[config.mk]
export PLATFORM = sky130hd
export DESIGN_NAME = rsnh_queue
export DESIGN_NICKNAME = d
export VERILOG_FILES = /design/src/rtl/rsnh_pkg.sv /design/src/rtl/rsnh_queue.sv
export SDC_FILE = /design/constraint.sdc
export NUM_CORES = 1
export LEC_CHECK = 0
export BUFFER_PORTS_ARGS = -buffer_cell sky130_fd_sc_hd__buf_4
export CAP_MARGIN = 25
export CORE_ASPECT_RATIO = 1.25
export CORE_MARGIN = 2
export CORE_UTILIZATION = 29
export CTS_BUF_LIST = sky130_fd_sc_hd__clkbuf_4 sky130_fd_sc_hd__clkbuf_8
export CTS_CLUSTER_DIAMETER = 200
export CTS_CLUSTER_SIZE = 14
export DETAILED_ROUTE_END_ITERATION = 8
export GPL_TIMING_DRIVEN = 0
export PLACE_DENSITY_LB_ADDON = 0.15
export REMOVE_ABC_BUFFERS = 1
export SYNTH_ARGS = -nofsm -noshare
export SYNTH_HDL_FRONTEND = slang
export SYNTH_SLANG_ARGS = --single-unit
[constraint.sdc]
create_clock -name clk -period 9 [get_ports clk]
set_clock_uncertainty 0.15 [all_clocks]
set_input_delay 0.9 -clock clk [delete_from_list [all_inputs] [get_ports clk]]
set_output_delay 0.9 -clock clk [all_outputs]
set_load 0.1 [all_outputs]
[src/rtl/rsnh_pkg.sv]
// shared types and constants of the ray sphere nearest hit unit
package rsnh_pkg;

    localparam int COORD_W = 24;
    localparam int RAD_W   = 23;
    localparam int KIND_W  = 4;
    localparam int SLOT_W  = 5;
    localparam int DIST_W  = 24;

    localparam int OC_W    = COORD_W + 1;
    localparam int MUL_W   = 26;
    localparam int PROD_W  = 2 * MUL_W;
    localparam int LIMB_W  = 25;
    localparam int ACC_W   = 101;
    localparam int A_W     = 48;
    localparam int H_W     = 51;
    localparam int HM_W    = 49;
    localparam int C_W     = 50;
    localparam int DISC_W  = 98;
    localparam int ROOT_W  = 49;
    localparam int SQR_W   = 52;
    localparam int CNT_W   = 6;

    localparam logic [DIST_W-1:0] DIST_MAX = {DIST_W{1'b1}};

    localparam logic REQ_WRITE = 1'b0;
    localparam logic REQ_CAST  = 1'b1;

    localparam logic [1:0] SH_0  = 2'd0;
    localparam logic [1:0] SH_25 = 2'd1;
    localparam logic [1:0] SH_50 = 2'd2;

    localparam int Q_DEPTH = 2;
    localparam int Q_PTR_W = 1;
    localparam logic [Q_PTR_W:0] Q_CNT_FULL = 2'd2;

    typedef struct packed {
        logic                      req_type;
        logic [SLOT_W-1:0]         slot;
        logic signed [COORD_W-1:0] pos_x;
        logic signed [COORD_W-1:0] pos_y;
        logic signed [COORD_W-1:0] pos_z;
        logic signed [COORD_W-1:0] dir_x;
        logic signed [COORD_W-1:0] dir_y;
        logic signed [COORD_W-1:0] dir_z;
        logic [RAD_W-1:0]          radius;
        logic [KIND_W-1:0]         kind;
        logic                      present;
    } req_item_t;

    typedef struct packed {
        logic              hit;
        logic [SLOT_W-1:0] hit_slot;
        logic [KIND_W-1:0] hit_kind;
        logic [DIST_W-1:0] hit_distance;
    } res_item_t;

    typedef struct packed {
        logic      is_cast;
        logic      zero_dir;
        req_item_t item;
    } cmd_t;

endpackage

[src/rtl/rsnh_queue.sv]
// short command queue between intake and execution
module rsnh_queue (
    input  logic           clk,
    input  logic           rst_n,
    input  logic           push_valid,
    input  rsnh_pkg::cmd_t push_cmd,
    output logic           full,
    output logic           head_valid,
    output rsnh_pkg::cmd_t head_cmd,
    input  logic           pop
);

    rsnh_pkg::cmd_t                 entry_reg [rsnh_pkg::Q_DEPTH];
    logic [rsnh_pkg::Q_PTR_W-1:0]   wr_ptr_reg;
    logic [rsnh_pkg::Q_PTR_W-1:0]   rd_ptr_reg;
    logic [rsnh_pkg::Q_PTR_W:0]     cnt_reg;
    logic [rsnh_pkg::Q_PTR_W:0]     cnt_next;

    assign full       = (cnt_reg == rsnh_pkg::Q_CNT_FULL);
    assign head_valid = (cnt_reg != '0);
    assign head_cmd   = entry_reg[rd_ptr_reg];

    always_comb
    begin
        cnt_next = cnt_reg;
        if (push_valid && !pop)
        begin
            cnt_next = cnt_reg + 1'b1;
        end
        else if (!push_valid && pop)
        begin
            cnt_next = cnt_reg - 1'b1;
        end
    end

    always_ff @(posedge clk or negedge rst_n)
    begin
        if (!rst_n)
        begin
            wr_ptr_reg <= '0;
            rd_ptr_reg <= '0;
            cnt_reg    <= '0;
        end
        else
        begin
            cnt_reg <= cnt_next;
            if (push_valid)
            begin
                wr_ptr_reg <= wr_ptr_reg + 1'b1;
            end
            if (pop)
            begin
                rd_ptr_reg <= rd_ptr_reg + 1'b1;
            end
        end
    end

    always_ff @(posedge clk)
    begin
        if (push_valid)
        begin
            entry_reg[wr_ptr_reg] <= push_cmd;
        end
    end

endmodule

# == Word level (Yosys, flattened, before mapping) ==
# Memory sizes are Yosys's and may differ from the RTL's.
# Index checks and enable logic that the tools add are counted.
# classes
n_addsub,4
eq_ne,1
muxes,4
n_reduce_logical,6
# ops
cell,count
2-to-1 mux 2 bit,2
nonzero test 2 bit,2
adder 1 bit (second input constant),2
adder 2 x 1 -> 2 bit (second input constant),1
== test 2 bit (second input constant),1
logical AND 1 bit,2
logical NOT 1 bit,2
2-to-1 mux 1 bit,2
subtractor 2 x 1 -> 2 bit (second input constant),1
# totals
mem_bits_rw,360
input_bits,184
register_bits,4
output_inout_bits,182
mem_count,1
elab_cells,19
# memory_table
memory,words,width,read_ports,rd_ports_with_merged_regs,wr,line,text
entry_reg,2,180,1,0,1,rsnh_queue.sv:13,rsnh_pkg::cmd_t entry_reg [rsnh_pkg::Q_DEPTH];

# == Logic depth before layout (Yosys ltp) ==
# Gate-level depths: netlist of the first run.
# depth
ltp_word,4
mapped_depth,5
depth_no_buf,5

# == Worst setup path before layout of the first run ==
# OpenSTA, ideal clock, no wires.
# synth_timing
kind,input to register
from,input push_valid
to,"memory entry_reg[0][0] in the netlist's numbering, enable pin"
n_path_buf,0
setup_time_ps,744
t_arrival_ps,8669
required_time_ps,8106
stages,1
path_slack_ps,-564
path_cell_list,nor2b_1
# synth_via
elab_chain_len,2
# synth_rtl
element,line,text
from (decl),rsnh_queue.sv:5,"input logic push_valid,"
2-to-1 mux 1 bit,rsnh_queue.sv:60,if (push_valid)
2-to-1 mux 1 bit (implied by the code),rsnh_queue.sv:62,entry_reg[wr_ptr_reg] <= push_cmd;
to (decl),rsnh_queue.sv:13,
# Every way passes these cells.

==> results by group, run 1 <==
Global routing
  • Tot GR Track Use: 12.05%
  • Initial antenna violation count: 5
  • Largest net degree at the start of global routing: 51
  • First-pass GRT wire length: approximately 44 mm
  • Overflow after GRT: 0
  • Vias in the first global route: slightly below 7000

Floorplanning
  • Core area: between 0.04 and 0.05 mm2
  • DIE WIDTH: about 200 um
  • Die Ht: 245.5 um
  • Row Count: between 80 and 90
  • I/O pin count: roughly 370
  • Starting Density: between 20% and 30%
  • Die area: between 0.04 and 0.05 mm2

STA
  • Setup_tns: 0 ps
  • Max Fclk: around 280 MHz
  • Worst Max-Slew Pin Slew: roughly 800 ps
  • Post-route clock period utilization: between 40% and 50%
  • Worst slew margin: 46.72%
  • Max Slew Vio Count: 0
  • Final setup violation count: 0
  • RSZ-0062 raised after global routing: false
  • Tmin final: 3618 ps
  • Hold Fails Final Rpt: 0

Routing
  • Routed Wire Length: a little over 30 mm
  • Initial DRC count: around 220
  • DRC errors left: 0
  • Vias per inst: 4.236
  • Avg WL per Cell: ~19 um
  • Routed vias: around 6600
  • DRT antenna net count: 0
  • Drt pass-1 iters: 4

Logic synthesis
  • Post-Synth Adder-Cell Area: less than 1%
  • Synth top area cells: edfxtp_1, mux2_4, mux2_2, buf_6, dfrtp_1
  • Largest family of logic cells by synthesized area: multiplexers
  • Synth warn: 0
  • Yosys top cell area share: ~80%
  • Post-synthesis sequential area ratio: approximately 80%
  • Post-synthesis instance total: ~580
  • Cell variety after synth: 14
  • Simple-Gate Fraction of Synth Area: less than 1%
  • Cell Area, Synth: around 0.014 mm2
  • Syn avg cell area: between 20 and 25 um2
  • Mux cell area share after synthesis: roughly 17%
  • Post-synth top area cell: edfxtp_1
  • Synth Area in XOR/XNOR: less than 1%
  • Flops & latches, synth: ~360
  • Post-synthesis compound-gate area fraction: 0%

Layout
  • Area Overhead vs Synth: 30.79%
  • Fillers: around 4300
  • # nets final: between 1000 and 1500
  • Register area: 0.01091 mm2
  • Fin area: 0.01770 mm2
  • Max FFs per register: between 300 and 400
  • Multi-input gate area: around 0.0025 mm2
  • Layout cells sized above 1: approximately three fifths

Place
  • Dpl hpwl: about 21 mm
  • IO buf count: about 370
  • Gp weighted congestion: around 0.69
  • DP Area: between 0.015 and 0.02 mm2

Setup path
  • FF-to-FF End: entry_reg[0][107]
  • Critical path origin: rd_ptr_reg
  • Worst r2r src: wr_ptr_reg
  • Maximum fanout along the worst path: 43
  • Register-to-Register Setup Slack: 6710 ps
  • CP startpoint kind: flop
  • R2R depth: 4
  • Crit path capture type: output pin
  • WS Path Type: reg2out
  • CP Data Arrival Time: 2570 ps
  • CP Data Required Time: roughly 8000 ps

Clock network
  • Setup Buffers After CTS: 0
  • Sink Count: approximately 360
  • # H-tree levels: 1
  • CTS resizes: 0
  • Max clock buf depth: 3
  • Worst-path clk slew: approximately 100 ps
  • Worst-Skew Late Latency: 600 ps
  • Hold_buf cts: 1
  • Total CTS buffers: 29
  • TritonCTS clock tree: done
  • Clock root buffer: clkbuf_8

Hold path
  • Hold depth: 1
  • Hold endpoint: entry_reg[0][106]
  • Hold Crit Start: push_cmd[106]
  • Hold Path Class: in2reg

Run status
  • Outcome: finished clean

Job
  • Max_cap viols: 0
==> cell type report <==
class	instances	share of cell area, %
timing repair buffer	380	17.50
multi-input combinational	191	13.90
tap	585	4.135
clock buffer	41	2.764
antenna	1	0.01414
inverter	1	0.02121
sequential	364	61.66
==> metal layers <==
layer | up-vias | share of wire (%) | global-route usage, %
li1 | 3053 | - | -
met2 | 198 | 54 | 22.20
met1 | 3328 | 36 | 13.02
met5 | - | 0.19 | 0
met4 | 8 | 1.7 | 3.295
met3 | 34 | 7.7 | 4.128
==> worst max-delay path, cell delays in order, from the launching register on <==
cell and delay [ps]:
dfrtp_4 700, buf_16 310, buf_16 300, mux2_2 380
buf_4 230
==> layout by cell type, fill, tap and decap left out, drive strengths merged, types with 2 or more instances in the layout <==
cell type  count
mux2         180
edfxtp       360
dfrtp          4
clkbuf        41
xor2           4
buf          379
nor2b          2
==> cells by family (layout without fill, tap and decap cells) <==
kind of cell	count (synthesis)	in the layout
other	0	1
DFF	364	364
and+or+nand+nor	5	5
buffers and inverters	21	422
muxes	180	180
adders and majority gates	1	1
xor gates and xnor gates	5	5
==> per-stage QoR <==
stage	setup slack (ps)	hold slack [ps]	std cells	utilization [%]
finish	5382	313.6	1563	38.37
global route	5196	233.7	1563	38.37
CTS	5232	226.6	1562	38.36
detailed placement	5951	328.5	1520	37.28
global placement	-7155	318.5	1506	36.49
floorplan	-563.5	297.4	556	-
==> Yosys cell counts <==
cell	number
xor2_1	4
nor2b_1	2
edfxtp_1	360
mux2_2	90
buf_6	11
xnor2_1	1
dfrtp_1	4
or2_2	1
buf_2	9
nor2_1	1
and2_1	1
mux2_4	90
ha_1	1
inv_1	1
==> worst max path at each step <==
stage | end | cells after the start | slack [ps]
detailed placement | head_cmd[167] | 4 | 5950
floorplan | entry_reg[0][0] | 1 | -560
global route | head_cmd[167] | 4 | 5200
CTS | head_cmd[167] | 4 | 5230
global placement | entry_reg[0][111] | 2 | -7160
finish | head_cmd[175] | 4 | 5380
Power of run 1 is left out: the tool's default activity adds up to more than one toggle a clock period on the data nets, which glitch-free logic cannot reach.
==> run 2: changes to the inputs <==
--- a/config.mk
+++ b/config.mk
@@ -5,6 +5,7 @@
 export SDC_FILE = /design/constraint.sdc
 export NUM_CORES = 1
 export LEC_CHECK = 0
+export ABC_AREA = 1
 export BUFFER_PORTS_ARGS = -buffer_cell sky130_fd_sc_hd__buf_4
 export CAP_MARGIN = 25
 export CORE_ASPECT_RATIO = 1.25
==> constraint.sdc (replaced) <==
create_clock -name clk -period 3.4 [get_ports clk]
set_clock_uncertainty 0.15 [all_clocks]
set_input_delay 0.34 -clock clk [delete_from_list [all_inputs] [get_ports clk]]
set_output_delay 0.34 -clock clk [all_outputs]
set_load 0.1 [all_outputs]
==> run 2 against run 1 <==
  * Area after synthesis rose by 0.13%
  * Die area grew 0.13%
  * Setup slack worse by 5000 ps
  * Worst hold slack worse by 22 ps
  * Wire length increased by 3.8%
  * Non-clock buffer count is 184 higher
  * Highest routed layer unchanged
  * Sequential share of layout area shrank 6.1 points
  * Register-to-register slack got worse by 5600 ps
  * Via count rose by 12%
  * Utilization grew 4.2 points
  * Largest cell class unchanged
==> results by group, run 2 <==
STA
  • Max Slew Vio Count: 0 (unchanged)
  • Worst Max-Slew Pin Slew: 807.6 ps (+10.16 ps)
  • Post-route clock period utilization: 89.88%
  • Tmin final: slightly above 3000 ps
  • Hold Fails Final Rpt: 0 (unchanged)
  • Final setup violation count: 0 (unchanged)
  • RSZ-0062 raised after global routing: false
  • Worst slew margin: 46.16% (-0.56 points)
  • Max Fclk: 327.2 MHz

Setup path
  • Crit-path max cell delay: 450 ps (-250 ps)
  • Critical path depth: 5 (+1)
  • Worst r2r src: wr_ptr_reg
  • CP startpoint kind: flop
  • Maximum fanout along the worst path: 39 (-9.3%)
  • Critical path origin: rd_ptr_reg
  • CP Data Required Time: 2910 ps (-5040 ps)
  • R2R depth: 5 (+1)
  • CP max-delay cell: dfrtp_4
  • Crit path capture type: output pin
  • CP Data Arrival Time: 2570 ps (about the same)
  • Top delay family on crit path: buffers and inverters
  • WS Path Type: reg2out
  • CP bufs+invs: 4 (+1)
  • Crit-path most repeated cell: buf_16
  • Crit-path cells: buf_16 -> buf_16 -> buf_16 -> mux2_2 -> buf_4

Logic synthesis
  • Synth top area cells: edfxtp_1, mux2_4, mux2_2, buf_6, dfrtp_1
  • Synth warn: 0 (unchanged)
  • Ys async rst share: 1.099% (unchanged)
  • Cell Area, Synth: 0.01355 mm2 (+0.13%)
  • Cell variety after synth: 14 (unchanged)
  • Post-synth top cells: edfxtp_1, mux2_2, mux2_4
  • Yosys top cell area share: 79.78% (-0.10 points)
  • Synth Flop Type: edfxtp_1
  • Syn avg cell area: 23.16 um2 (-1.4%)
  • Flops & latches, synth: 364 (unchanged)
  • Post-synth top area cell: edfxtp_1
  • Post-synthesis sequential area ratio: 80.52% (-0.10 points)
  • Most common cell in the netlist: edfxtp_1
  • Post-synthesis instance total: 585 (+1.6%)
  • EDFF count, synth: 360 (unchanged)

Global routing
  • Tot GR Track Use: 12.59% (+0.55 points)
  • Largest net degree at the start of global routing: 98 (+92%)
  • First-pass GRT wire length: 46.56 mm (+6.8%)
  • Vias in the first global route: 8136 (+18%)
  • Overflow after GRT: 0 (unchanged)
  • Initial antenna violation count: 4 (-1)

Clock network
  • Worst-Skew Late Latency: 600 ps (about the same)
  • TritonCTS clock tree: done
  • Worst-path clk slew: 90 ps (about the same)
  • Clock root buffer: clkbuf_8
  • Sink Count: 364 (unchanged)
  • CTS resizes: 0 (unchanged)
  • # H-tree levels: 1 (unchanged)
  • Total CTS buffers: 29 (unchanged)
  • Max clock buf depth: 3 (unchanged)

Floorplanning
  • Die Ht: 245.7 um (about the same)
  • DIE WIDTH: 197.3 um (about the same)
  • Die area: 0.04848 mm2 (+0.13%)
  • Core area: 0.04613 mm2 (unchanged)
  • Starting Density: 29.37% (+0.038 points)
  • Row Count: 88 (unchanged)
  • I/O pin count: 366 (unchanged)

Routing
  • Vias per inst: 4.184 (-1.2%)
  • Initial DRC count: 187 (-16%)
  • DRT antenna net count: 0 (unchanged)
  • DRC errors left: 0 (unchanged)
  • Drt pass-1 iters: 4 (unchanged)
  • Avg WL per Cell: 17.75 um (-8.3%)
  • Routed Wire Length: 31.41 mm (+3.8%)
  • Routed vias: 7401 (+12%)

Layout
  • Multi-input gate area: 0.002452 mm2 (-0.31%)
  • Layout cells sized above 1: 52.12% (-9.7 points)
  • Most frequent cells in the layout: buf_4, edfxtp_1, dlygate4sd3_1
  • Fin area: 0.01965 mm2 (+11%)
  • Area Overhead vs Synth: 44.99%
  • Most common cell after layout, fill and taps aside: buf_4
  • # nets final: 1345 (+17%)
  • Fillers: 4203 (-2.2%)
  • Register area: 0.01091 mm2 (unchanged)
  • Max FFs per register: 360 (unchanged)

Job
  • Max_cap viols: 0 (unchanged)

Hold path
  • Hold Crit Start: push_cmd[99]
  • Hold depth: 2 (+1)
  • Hold Path Class: in2reg

Place
  • Gp weighted congestion: 0.6772 (-1.2%)
  • DP Area: 0.01719 mm2 (about the same)
  • IO buf count: 365 (unchanged)
  • Dpl hpwl: 20.50 mm (-0.99%)

Run status
  • Outcome: finished clean
==> run 2: area by class of cell <==
| class | count | area share (%) |
|---|---|---|
| well taps | 585 | 3.726 |
| inverters | 7 | 0.1720 |
| diodes | 2 | 0.02547 |
| repair buffers | 564 | 25.09 |
| multi-input cells | 194 | 12.48 |
| flip-flops and latches | 364 | 55.55 |
| clock buffers | 53 | 2.949 |
==> run 2: worst paths after layout <==
kind | to | slack [ps]
worst max-delay path | head_cmd[42] | 340
worst min-delay path | entry_reg[1][99] | 290
worst max register to register | entry_reg[0][149] | 1140
worst min register to register | cnt_reg[1] | 350
max in group asynchronous | rd_ptr_reg | 2400
min in group asynchronous | cnt_reg[1] | 500
==> run 2: cells by family (layout without fill, tap and decap cells) <==
group	after synthesis	in the layout	share of synthesized area (%)
mux	180	180	17.45
fa+ha+maj	1	1	0.09232
flops	364	364	80.52
other cells	0	2	0
xor+xnor	3	3	0.1939
simple gates	10	10	0.3047
buf+inv	27	624	1.440
==> run 2: worst reg2reg max path, delay by kind of cell (launching register included) <==
| kind | cells | cell delay (ps) |
|---|---|---|
| buffers and inverters | 4 | 870 |
| AND/OR/NAND/NOR | 1 | 500 |
| flip-flops | 1 | 440 |
==> run 2: metrics by stage <==
step / hold WS [ps] / utilization (%) / setup TNS, ps / setup slack [ps] / instances
final: 292.0 / 42.59 / 0 / 344.2 / 1769
after global routing: 232.2 / 42.59 / 0 / 186.3 / 1769
after CTS: 205.0 / 42.57 / 0 / 196.5 / 1767
after detailed placement: -9.137 / 37.25 / 0 / 522.3 / 1528
after global placement: -9.298 / 36.53 / -4008400 / -11770 / 1515
after floorplan: -105.6 / - / -1758030 / -5381 / 565
==> run 2: routing by layer <==
metal  vias up  share of wire [%]  global-route usage [%]
met5         -              0.086                       0
met4         4                2.3                   3.914
met3        40                6.2                   3.086
met2       216                 54                   23.81
met1      3692                 37                   13.71
li1       3449                  -                       -
==> run 2: timing repair <==
| action | CTS | global route |
|---|---|---|
| buffers inserted | 2 | 0 |
| endpoints found under the setup margin | 39 | 0 |
| hold endpoints to repair | 368 | 0 |
| hold buffers | 184 | 0 |
Power of run 2 is left out for the same reason.
