[src/rtl/rsnh_pkg.sv]
// shared types and constants of the ray sphere nearest hit unit
package rsnh_pkg;

    localparam int COORD_W = 24;
    localparam int RAD_W   = 23;
    localparam int KIND_W  = 4;
    localparam int SLOT_W  = 5;
    localparam int DIST_W  = 24;

    localparam int OC_W    = COORD_W + 1;
    localparam int MUL_W   = 26;
    localparam int PROD_W  = 2 * MUL_W;
    localparam int LIMB_W  = 25;
    localparam int ACC_W   = 101;
    localparam int A_W     = 48;
    localparam int H_W     = 51;
    localparam int HM_W    = 49;
    localparam int C_W     = 50;
    localparam int DISC_W  = 98;
    localparam int ROOT_W  = 49;
    localparam int SQR_W   = 52;
    localparam int CNT_W   = 6;

    localparam logic [DIST_W-1:0] DIST_MAX = {DIST_W{1'b1}};

    localparam logic REQ_WRITE = 1'b0;
    localparam logic REQ_CAST  = 1'b1;

    localparam logic [1:0] SH_0  = 2'd0;
    localparam logic [1:0] SH_25 = 2'd1;
    localparam logic [1:0] SH_50 = 2'd2;

    localparam int Q_DEPTH = 2;
    localparam int Q_PTR_W = 1;
    localparam logic [Q_PTR_W:0] Q_CNT_FULL = 2'd2;

    typedef struct packed {
        logic                      req_type;
        logic [SLOT_W-1:0]         slot;
        logic signed [COORD_W-1:0] pos_x;
        logic signed [COORD_W-1:0] pos_y;
        logic signed [COORD_W-1:0] pos_z;
        logic signed [COORD_W-1:0] dir_x;
        logic signed [COORD_W-1:0] dir_y;
        logic signed [COORD_W-1:0] dir_z;
        logic [RAD_W-1:0]          radius;
        logic [KIND_W-1:0]         kind;
        logic                      present;
    } req_item_t;

    typedef struct packed {
        logic              hit;
        logic [SLOT_W-1:0] hit_slot;
        logic [KIND_W-1:0] hit_kind;
        logic [DIST_W-1:0] hit_distance;
    } res_item_t;

    typedef struct packed {
        logic      is_cast;
        logic      zero_dir;
        req_item_t item;
    } cmd_t;

endpackage

[src/rtl/rsnh_front.sv]
// request intake: classifies each transfer and holds it for the queue
module rsnh_front #(
    parameter int MAX_SPHERES = 32
) (
    input  logic                clk,
    input  logic                rst_n,
    input  logic                req_valid,
    output logic                req_stall,
    input  rsnh_pkg::req_item_t req,
    output logic                push_valid,
    output rsnh_pkg::cmd_t      push_cmd,
    input  logic                q_full
);

    logic           hold_valid_reg;
    logic           hold_valid_next;
    rsnh_pkg::cmd_t hold_cmd_reg;
    rsnh_pkg::cmd_t hold_cmd_next;
    logic           accept;
    logic           keep;

    assign req_stall  = hold_valid_reg && q_full;
    assign accept     = req_valid && !req_stall;
    assign push_valid = hold_valid_reg && !q_full;
    assign push_cmd   = hold_cmd_reg;

    // writes beyond the table are dropped here
    assign keep = (req.req_type == rsnh_pkg::REQ_CAST) || (32'(req.slot) < MAX_SPHERES);

    always_comb
    begin
        hold_cmd_next          = hold_cmd_reg;
        hold_valid_next        = hold_valid_reg && q_full;
        if (accept)
        begin
            hold_valid_next        = keep;
            hold_cmd_next.is_cast  = (req.req_type == rsnh_pkg::REQ_CAST);
            hold_cmd_next.zero_dir = (req.dir_x == '0) && (req.dir_y == '0) && (req.dir_z == '0);
            hold_cmd_next.item     = req;
        end
    end

    always_ff @(posedge clk or negedge rst_n)
    begin
        if (!rst_n)
        begin
            hold_valid_reg <= 1'b0;
        end
        else
        begin
            hold_valid_reg <= hold_valid_next;
        end
    end

    always_ff @(posedge clk)
    begin
        hold_cmd_reg <= hold_cmd_next;
    end

endmodule

[config.mk]
export PLATFORM = sky130hd
export DESIGN_NAME = rsnh_front
export DESIGN_NICKNAME = d
export VERILOG_FILES = /design/src/rtl/rsnh_pkg.sv /design/src/rtl/rsnh_front.sv
export SDC_FILE = /design/constraint.sdc
export NUM_CORES = 1
export LEC_CHECK = 0
export ABC_CLOCK_PERIOD_IN_PS = 10530
export BUFFER_PORTS_ARGS = -buffer_cell sky130_fd_sc_hd__buf_2
export CAP_MARGIN = 20
export CORE_AREA = 5 5 136 138
export CTS_CLUSTER_DIAMETER = 50
export DETAILED_ROUTE_END_ITERATION = 8
export DIE_AREA = 0 0 141 143
export PLACE_DENSITY = 0.7
export SETUP_SLACK_MARGIN = 0.4
export SLEW_MARGIN = 20
export SYNTH_ARGS = -nofsm -noshare
export SYNTH_HDL_FRONTEND = slang
export SYNTH_SLANG_ARGS = --single-unit
[constraint.sdc]
create_clock -name clk -period 10.53 [get_ports clk]
set_input_delay 2.106 -clock clk [delete_from_list [all_inputs] [get_ports clk]]
set_output_delay 2.106 -clock clk [all_outputs]
set_load 0.02 [all_outputs]
* After elaboration in Yosys (flattened, before gate mapping)
Cells that the tools add are included.
Operators by class: multiplexer cells 1, reduce and logical (&&, ||, !) cells 10, bitwise operators 0, equality and inequality tests 0, magnitude comparators 0, add/subtract/negate cells 0, shifts and indexed selects 0, divide/modulo/power cells 0, multipliers 0
Operators with widths (count):
- zero test 24 bit | 3
- logical AND 1 bit | 5
- zero test 1 bit | 2
- two-way mux 1 bit | 1
Storage, ports and cells: logic and storage cells 24, ROM bits 0, bits in latches 0, memories 0, memory bits (writable) 0, flip-flop bits (word level) 180, input bits 182

* Depth between registers and ports, before layout
Gate-level depths: netlist (run 1).
depth in word-level cells 4, gate-level depth with buffers 4, depth with buffers taken out 4

* Least setup slack after synthesis (run 1)
No wires, ideal clock.
path type input -> register, start input port q_full, end register hold_cmd_reg (netlist bit push_cmd[0]) (enable), stages 2, data required time 9.792 ns, arrival 10.185 ns, slack -0.393 ns, cells stage by stage and2_1 nor2b_1
On the way: cells in the longest elaborated chain, start to end 3
RTL lines:
- from (decl) | RTL line rsnh_front.sv:12 | input logic q_full
- logical AND 1 bit | RTL line rsnh_front.sv:22 | assign req_stall = hold_valid_reg && q_full;
- zero test 1 bit | RTL line rsnh_front.sv:23 | assign accept = req_valid && !req_stall;
- logical AND 1 bit | RTL line rsnh_front.sv:23
- net accept | RTL line rsnh_front.sv:19 | logic accept;
- to (signal assigned) | RTL line rsnh_front.sv:57 | hold_cmd_reg <= hold_cmd_next;
- to (decl) | RTL line rsnh_front.sv:17 | rsnh_pkg::cmd_t hold_cmd_reg;
The timed path passes the listed nets, and every way through them passes these cells. A chain may end at the register's enable or synchronous reset.

* Worst setup path in the final report (run 1)
start input port q_full, end output port req_stall
On the way: cells in the longest elaborated chain, start to end 1
RTL lines:
- logical AND 1 bit | RTL line rsnh_front.sv:22
- to (decl) | RTL line rsnh_front.sv:8 | output logic req_stall,
Every way passes these cells.

==> results of run 1 <==
[per-stage QoR]
| step | hold WS [ns] | setup WS [ns] | area, um^2 | utilization [%] |
|---|---|---|---|---|
| 6_report | 0.715 | 5.84 | 8270 | 48.5 |
| 5_1_grt | 0.764 | 5.79 | 8270 | 48.5 |
| 4_1_cts | 0.721 | 5.83 | 8270 | 48.5 |
| 3_5_place_dp | 0.696 | 5.83 | 7700 | 45.2 |
| 3_3_place_gp | 0.674 | 5.85 | 7700 | 45.2 |
| 2_1_floorplan | 0.758 | 3.05 | 5590 | - |
[critical path: stages]
cell and delay, ns:
buf_2 0.09, and2_1 0.20, buf_2 0.19
[cell families after synthesis]
logic type | after synthesis
and+or+nand+nor | 28
DFF | 180
buffers and inverters | 1
[cell usage after synthesis]
library cell / n / area share (%)
nor4_2: 1 / 0.22
edfxtp_1: 179 / 96
and2_1: 1 / 0.11
nor4_1: 18 / 2.0
nor2b_1: 2 / 0.22
and4_1: 1 / 0.16
nand3_1: 1 / 0.089
buf_4: 1 / 0.13
dfrtp_1: 1 / 0.45
nand4_1: 3 / 0.34
or2_2: 1 / 0.11
[placed cells by master, fill, tap and decap left out, drive strengths merged]
cell type,count
and2,1
dfrtp,1
and4,1
nand3,1
or2,1
clkbuf,17
nand4,3
edfxtp,179
nor4,19
clkinvlp,1
inv,9
nor2b,2
clkinv,5
buf,365
[area by class of cell]
class / count / area [um^2]
clock inverters: 15 / 140
multi-input cells: 28 / 190
well taps: 225 / 282
fillers: 1451 / 8790
clock buffers: 17 / 425
flip-flops and latches: 180 / 5400
repair buffers: 365 / 1830
[final timing paths]
| path | slack, ns | startpoint | end | cells after the start |
|---|---|---|---|---|
| min in group asynchronous | 1.45 | rst_n | hold_valid_reg | 1 |
| max reg2reg | 8.27 | hold_valid_reg | push_cmd[16] | 3 |
| min | 0.72 | hold_valid_reg | hold_valid_reg | 2 |
| max in group asynchronous | 9.00 | rst_n | hold_valid_reg | 1 |
| min reg2reg | 0.72 | hold_valid_reg | hold_valid_reg | 2 |
| max | 5.84 | q_full | req_stall | 3 |
[power breakdown]
part | internal [mW] | switching, mW
clock network | 0.314 | 0.285
logic | 0.0498 | 0.0967
registers | 0.836 | 0.00934
total | 1.20 | 0.391
[layer usage]
| layer | global-route usage (%) | vias up | wire length [um] |
|---|---|---|---|
| li1 | - | 1645 | - |
| met1 | 14.7 | 1735 | 5170 |
| met2 | 26.9 | 218 | 8360 |
| met3 | 5.99 | 16 | 1500 |
| met4 | 5.92 | 0 | 215 |
| met5 | 0 | - | 0 |
==> results.ini, run 1 <==
[power]
vdd_drop_max_mv = 0.0987
leakagePower_nw = 3.46
powerDensity_nw_per_um2 = 192
p_total_mw = 1.59

[floorplanning]
ios = 364
core_um2 = 17100
die_area_um2 = 20200
fp.dieH_um = 143
die_x_um = 141
std_cell_rows = 48
start_util_pct = 32.8

[synthesis]
ys_ff_latch = 180
syn_avg_cell_area_um2 = 26.7
synthSimpleGateAreaFrac_pct = 3.27
synth_top_family_by_area = simple AND/OR/NAND/NOR gates
synth.area.mux_share_pct = 0
synth_cells = 209
synthXorXnorAreaFrac_pct = 0
synth_nets = 391
synth_compound_area_share_pct = 0
synth.distinct_cells = 11
yosys.area_share.adder_pct = 0
ys_warn_count = 0
seq_area_frac_synth_pct = 96.6
syn-cell-area_um2 = 5590

[layout]
largest_reg_flops = 179
diodes = 0
nets = 774
syn2layout_area_growth_pct = 47.9
drive_above_1_share_pct = 65.8
instances_no_fill = 830

[sta]
rsz0062_at_grt = no
fin_crit_sh_pct = 44.6
finalCriticalPeriod_ns = 4.69
max_freq_mhz = 213
slew_viol_final = 0
finalSetupViolations = 0
setup_tns_ns = 0
worstMarginPinSlew_ns = 1.02
relSlewSlack_pct = 31.7
hold_viol_final = 0
clock_skew_ns = 0.0119

[routing]
ant_nets = 0
drc = 0
wire_per_inst_um = 18.4
routed_wl_mm = 15.2
num_vias = 3614
drtIter0Drc = 155
drt_first_pass_iters = 4
vias_per_cell = 4.35

[setup_path]
cp-start-kind = input port
critPathKind = in -> out
worstPathArrival_ns = 2.59
cp_max_fo = 3
cp-end-kind = primary output
required_ns = 8.42

[clocking]
post-cts-setup-buffers = 0
clkSinkCount = 180
insertion_delay_ns = 0.42
post_cts_resized = 0
clockBufferDepth = 2
cts_max_level = 4
holdBufCountCts = 0
clk_pin_slew_ns = 0.07
cts_tree = done
cts-root-buf = clkbuf_16
numCtsBuffers = 17

[place]
numPortBuffers = 363
place_inst = 798
place_congestion = 0.877
hpwl_mm = 12.3

[grt]
grt_max_degree = 85
grt_pass1_vias = 3902
grt_pass1_wl_mm = 21.9
grt.total_usage_pct = 14.6
antenna_found_initial = 0
grt-ovfl-total = 0

[outcome]
status = finished, final reports clean

[min_path]
hold_class = reg -> reg

[job]
cap_violations = 0

Power figures use the tool's default switching activity.
==> inputs of run 2 (changes only) <==
--- a/config.mk
+++ b/config.mk
@@ -5,13 +5,13 @@
 export SDC_FILE = /design/constraint.sdc
 export NUM_CORES = 1
 export LEC_CHECK = 0
-export ABC_CLOCK_PERIOD_IN_PS = 10530
+export ABC_CLOCK_PERIOD_IN_PS = 3770
 export BUFFER_PORTS_ARGS = -buffer_cell sky130_fd_sc_hd__buf_2
 export CAP_MARGIN = 20
-export CORE_AREA = 5 5 136 138
+export CORE_AREA = 5 5 139 141
 export CTS_CLUSTER_DIAMETER = 50
 export DETAILED_ROUTE_END_ITERATION = 8
-export DIE_AREA = 0 0 141 143
+export DIE_AREA = 0 0 144 146
 export PLACE_DENSITY = 0.7
 export SETUP_SLACK_MARGIN = 0.4
 export SLEW_MARGIN = 20
==> constraint.sdc (replaced) <==
create_clock -name clk -period 3.77 [get_ports clk]
set_input_delay 0.754 -clock clk [delete_from_list [all_inputs] [get_ports clk]]
set_output_delay 0.754 -clock clk [all_outputs]
set_load 0.02 [all_outputs]
==> run 2 against run 1 <==
Compared with the run above:
- register-to-register slack worse by 6.3 ns
- clock skew about the same
- clock-buffer cell count unchanged
- via count up 0.11%
- combinational power rose to 2.9 times the previous value
- highest routed layer unchanged
- die area up 4.3%
- clock power rose to 2.7 times the previous value
==> results.ini, run 2 (synthesized netlist as in run 1, its figures left out) <==
[routing]
drtIter0Drc = 160
drc = 0
routed_wl_mm = 15.7
vias_per_cell = 4.30
drt_first_pass_iters = 4
ant_nets = 0
wire_per_inst_um = 18.7
num_vias = 3618

[setup_path]
required_ns = 3.02
path_common_cell = buf_2
crit_chain = buf_2 > and2_4 > buf_2
worstPathArrival_ns = 1.18
cp-end-kind = primary output
worst_path_max_delay_cell = and2_4
critPathKind = in -> out
cp_max_fo = 3
cp-start-kind = input port
slowest_delay_ns = 0.16

[place]
place_congestion = 0.828
numPortBuffers = 363
place_inst = 810
hpwl_mm = 12.7

[clocking]
clkSinkCount = 180
clockBufferDepth = 2
clk_pin_slew_ns = 0.07
numCtsBuffers = 17
holdBufCountCts = 0
insertion_delay_ns = 0.42
post_cts_resized = 0
cts-root-buf = clkbuf_16
post-cts-setup-buffers = 0
cts_max_level = 4
cts_tree = done

[job]
cap_violations = 0

[sta]
rsz0062_at_grt = no
finalCriticalPeriod_ns = 1.93
slew_viol_final = 0
finalSetupViolations = 0
relSlewSlack_pct = 50.1
clock_skew_ns = 0.0115
max_freq_mhz = 517
hold_viol_final = 0
worstMarginPinSlew_ns = 0.748
fin_crit_sh_pct = 51.3

[floorplanning]
die_area_um2 = 21000
ios = 364
fp.dieH_um = 146
core_um2 = 17800
std_cell_rows = 49
die_x_um = 144
start_util_pct = 31.3

[layout]
diodes = 0
drive_above_1_share_pct = 66.6
most-common-layout-cells = buf_2, edfxtp_1, nor4_1, clkbuf_16, buf_4
syn2layout_area_growth_pct = 49.6
ff_latch_area_um2 = 5400
layout_commonest_cell = buf_2
nets = 782
largest_reg_flops = 179
multi_input_area_um2 = 193
instances_no_fill = 842
fin_util_pct = 46.9
fill_cells = 1574

[power]
p_seq_share_pct = 53.3
internal_power_mw = 3.35
leakagePower_nw = 3.50
switching_share_pct = 24.3
switchingPower_mw = 1.08
combinationalPowerShare_pct = 9.7
powerDensity_nw_per_um2 = 529
vdd_drop_max_mv = 0.305
pwr-share-clk_pct = 37.0

[min_path]
hold_class = in -> async

[grt]
grt_pass1_vias = 3837
grt.total_usage_pct = 14.3
grt_max_degree = 48
grt-ovfl-total = 0
grt_pass1_wl_mm = 22.0
antenna_found_initial = 0

[outcome]
status = finished, final reports clean

run 2: worst max-delay path: cells and delay by family:
family / cells / cell delay [ns]
simple gates: 1 / 0.16
buf+inv: 2 / 0.26
run 2: layout make-up:
type                    instances  share of cell area [%]
multi-input cells              28                    2.30
clock buffers                  17                    5.09
clock inverters                15                    1.53
flip-flops and latches        180                    64.6
repair buffers                373                    23.1
well taps                     229                    3.43
run 2: final timing paths:
kind	startpoint	end	slack, ns	cells past startpoint
min in group clk	req[14]	push_cmd[14]	0.50	1
max reg2reg	hold_valid_reg	push_cmd[54]	1.95	3
max	q_full	req_stall	1.84	3
min reg2reg	hold_valid_reg	hold_valid_reg	0.64	2
min	rst_n	hold_valid_reg	0.09	1
max in group asynchronous	rst_n	hold_valid_reg	3.60	1
run 2: power by group through the flow:
stage                     logic (mW)  clock network (mW)  registers [mW]
final                          0.428                1.64            2.36
after detailed placement       0.434                   0            2.40
after global routing           0.455                1.77            2.37
after CTS                      0.435                1.68            2.36
after floorplan               0.0456                   0            2.55
after global placement         0.427                   0            2.40
run 2: metrics by stage:
stage	total power [mW]	worst slack (ns)	hold slack (ns)	instance area [um^2]	setup TNS, ns
6_report	4.42	1.84	0.0880	8360	0
2_1_floorplan	2.60	-0.244	0.458	5600	-43.67
3_5_place_dp	2.84	1.40	0.530	7810	0
4_1_cts	4.48	1.83	0.0662	8360	0
5_1_grt	4.60	1.82	0.0590	8360	0
3_3_place_gp	2.83	1.44	0.530	7810	0
run 2: metal layers:
layer  vias to the layer above  global-route usage, %  share of wire, %
met3                        18                   6.21                11
met2                       219                   25.4                52
met4                         0                   5.08               1.9
met1                      1720                   14.9                36
li1                       1661                      -                 -
met5                         -                      0                 0
==> inputs of run 3 (changes only) <==
--- a/config.mk
+++ b/config.mk
@@ -5,7 +5,7 @@
 export SDC_FILE = /design/constraint.sdc
 export NUM_CORES = 1
 export LEC_CHECK = 0
-export ABC_CLOCK_PERIOD_IN_PS = 3770
+export ABC_CLOCK_PERIOD_IN_PS = 1600
 export BUFFER_PORTS_ARGS = -buffer_cell sky130_fd_sc_hd__buf_2
 export CAP_MARGIN = 20
 export CORE_AREA = 5 5 139 141
==> constraint.sdc (replaced) <==
create_clock -name clk -period 1.6 [get_ports clk]
set_input_delay 0.32 -clock clk [delete_from_list [all_inputs] [get_ports clk]]
set_output_delay 0.32 -clock clk [all_outputs]
set_load 0.02 [all_outputs]
==> run 3 against run 2 <==
Compared with the run above:
- hold slack got worse by 0.017 ns
- total power rose to 2.5 times the previous value
- wire length rose by 6.8%
- sequential power rose by 140%
- die area did not move
- critical path type is now reg -> out
- largest power group unchanged
==> results.ini, run 3 (synthesized netlist as in run 1, its figures left out) <==
[floorplanning]
start_util_pct = 31.3
fp.dieH_um = 146
ios = 364
die_x_um = 144
std_cell_rows = 49
core_um2 = 17800
die_area_um2 = 21000

[power]
powerDensity_nw_per_um2 = 1160
vdd_drop_max_mv = 0.673
leakagePower_nw = 4.00

[sta]
max_freq_mhz = 714
fin_crit_sh_pct = 87.6
slew_viol_final = 0
finalSetupViolations = 0
rsz0062_at_grt = yes
finalCriticalPeriod_ns = 1.40
hold_viol_final = 0
relSlewSlack_pct = 73.5
worstMarginPinSlew_ns = 0.394
clock_skew_ns = 0.00643

[min_path]
hp-start = req[175]
hold_class = in -> reg
whs_endpoint = push_cmd[175]
holdPathStages = 1

[setup_path]
critPathKind = reg -> out
r2r_end = push_cmd[115]
cp-start-kind = register
cp_max_fo = 2
r2r_start = hold_valid_reg
required_ns = 1.28
r2r_slack_ns = 0.20
cp-end-kind = primary output
worstPathArrival_ns = 1.08
reg2regPathDepth = 5

[job]
cap_violations = 0

[layout]
layout_commonest_cell = buf_2
fin_area_um2 = 9670
nets = 798
largest_reg_flops = 179
instances_no_fill = 859
syn2layout_area_growth_pct = 72.9
drive_above_1_share_pct = 67.7
most-common-layout-cells = buf_2, edfxtp_1, buf_6, clkbuf_16, nor4_1

[grt]
antenna_found_initial = 4
grt-ovfl-total = 0
grt_pass1_vias = 3862
grt_pass1_wl_mm = 22.9
grt_max_degree = 31
grt.total_usage_pct = 15.0

[routing]
drt_first_pass_iters = 4
ant_nets = 0
num_vias = 3674
routed_wl_mm = 16.8
drtIter0Drc = 163
wire_per_inst_um = 19.5
drc = 0
vias_per_cell = 4.28

[clocking]
cts-root-buf = clkbuf_16
clkSinkCount = 180
insertion_delay_ns = 0.41
clk_pin_slew_ns = 0.07
clockBufferDepth = 2
numCtsBuffers = 17
cts_tree = done
cts_max_level = 4

[place]
numPortBuffers = 363
dpl-instance-area_um2 = 7920
place_congestion = 0.815
hpwl_mm = 13.1
place_inst = 817

[outcome]
status = finished, final reports clean

-- run 3: cell types whose count changed in the layout (fill, tap and decap cells not counted), moves of 2 or more --
cell / delta
inv_6: +2
buf_2: -152
clkinvlp_4: -3
buf_4: +5
buf_12: +4
nor4_1: -2
inv_8: -2
clkinv_2: +2
buf_16: +4
clkbuf_16: +2
buf_6: +152
bufinv_16: +3
nor4_2: +2
-- run 3: report_power, final --
part	internal, mW	switching [mW]	total, mW
logic	0.675	0.673	1.35
clock network	2.47	1.76	4.24
registers	5.50	0.106	5.61
total	8.65	2.54	11.2
-- run 3: routing by layer --
layer  global-route usage (%)  share of wire, %  up-vias
met3                     6.74                11       25
met2                     24.7                51      208
li1                         -                 -     1695
met4                     5.27               1.8        6
met1                     17.1                36     1740
met5                        0              0.28        -
-- run 3: worst max path at each step --
stage	from	to	slack [ns]	cells past startpoint
2_1_floorplan	hold_valid_reg	push_cmd[0]	-2.00	2
5_1_grt	hold_valid_reg	req_stall	0.15	2
3_3_place_gp	req[71]	push_cmd[178]	0.04	4
4_1_cts	hold_valid_reg	req_stall	0.18	2
3_5_place_dp	req[78]	push_cmd[178]	-0.03	4
6_report	hold_valid_reg	push_valid	0.20	2
-- run 3: final cells by class --
cell class	count	area, um^2
sequential	180	5400
antenna	1	2.50
multi-input combinational	28	208
clock buffer	17	425
tap	229	287
timing repair buffer	389	3170
clock inverter	15	175
fill	1448	8180
-- run 3: what timing repair did --
item / 4_1_cts / 5_1_grt
pin swaps: 0 / 0
gates cloned: 1 / 2
gates resized for setup: 153 / 159
hold endpoints to repair: 1 / 0
hold buffers: 1 / 0
buffers inserted: 5 / 0
endpoints found under the setup margin: 344 / 360
-- run 3: worst max-delay path, cell delays in order (launching register included) --
cell and delay, ns:
dfrtp_1 0.38, nor2b_2 0.16, buf_6 0.13
-- run 3: per-stage QoR --
stage | setup TNS, ns | total power, mW | hold WS [ns] | setup slack [ns] | utilization [%]
detailed placement | -0.0327 | 6.73 | 0.0969 | -0.0327 | 44.4
finish | 0 | 11.2 | 0.0709 | 0.199 | 54.2
global route | 0 | 11.6 | 0.0430 | 0.153 | 54.2
CTS | 0 | 11.2 | 0.0486 | 0.183 | 51.1
global placement | 0 | 6.70 | 0.0964 | 0.0440 | 44.4
floorplan | -358.13 | 6.12 | 0.0244 | -2.00 | -
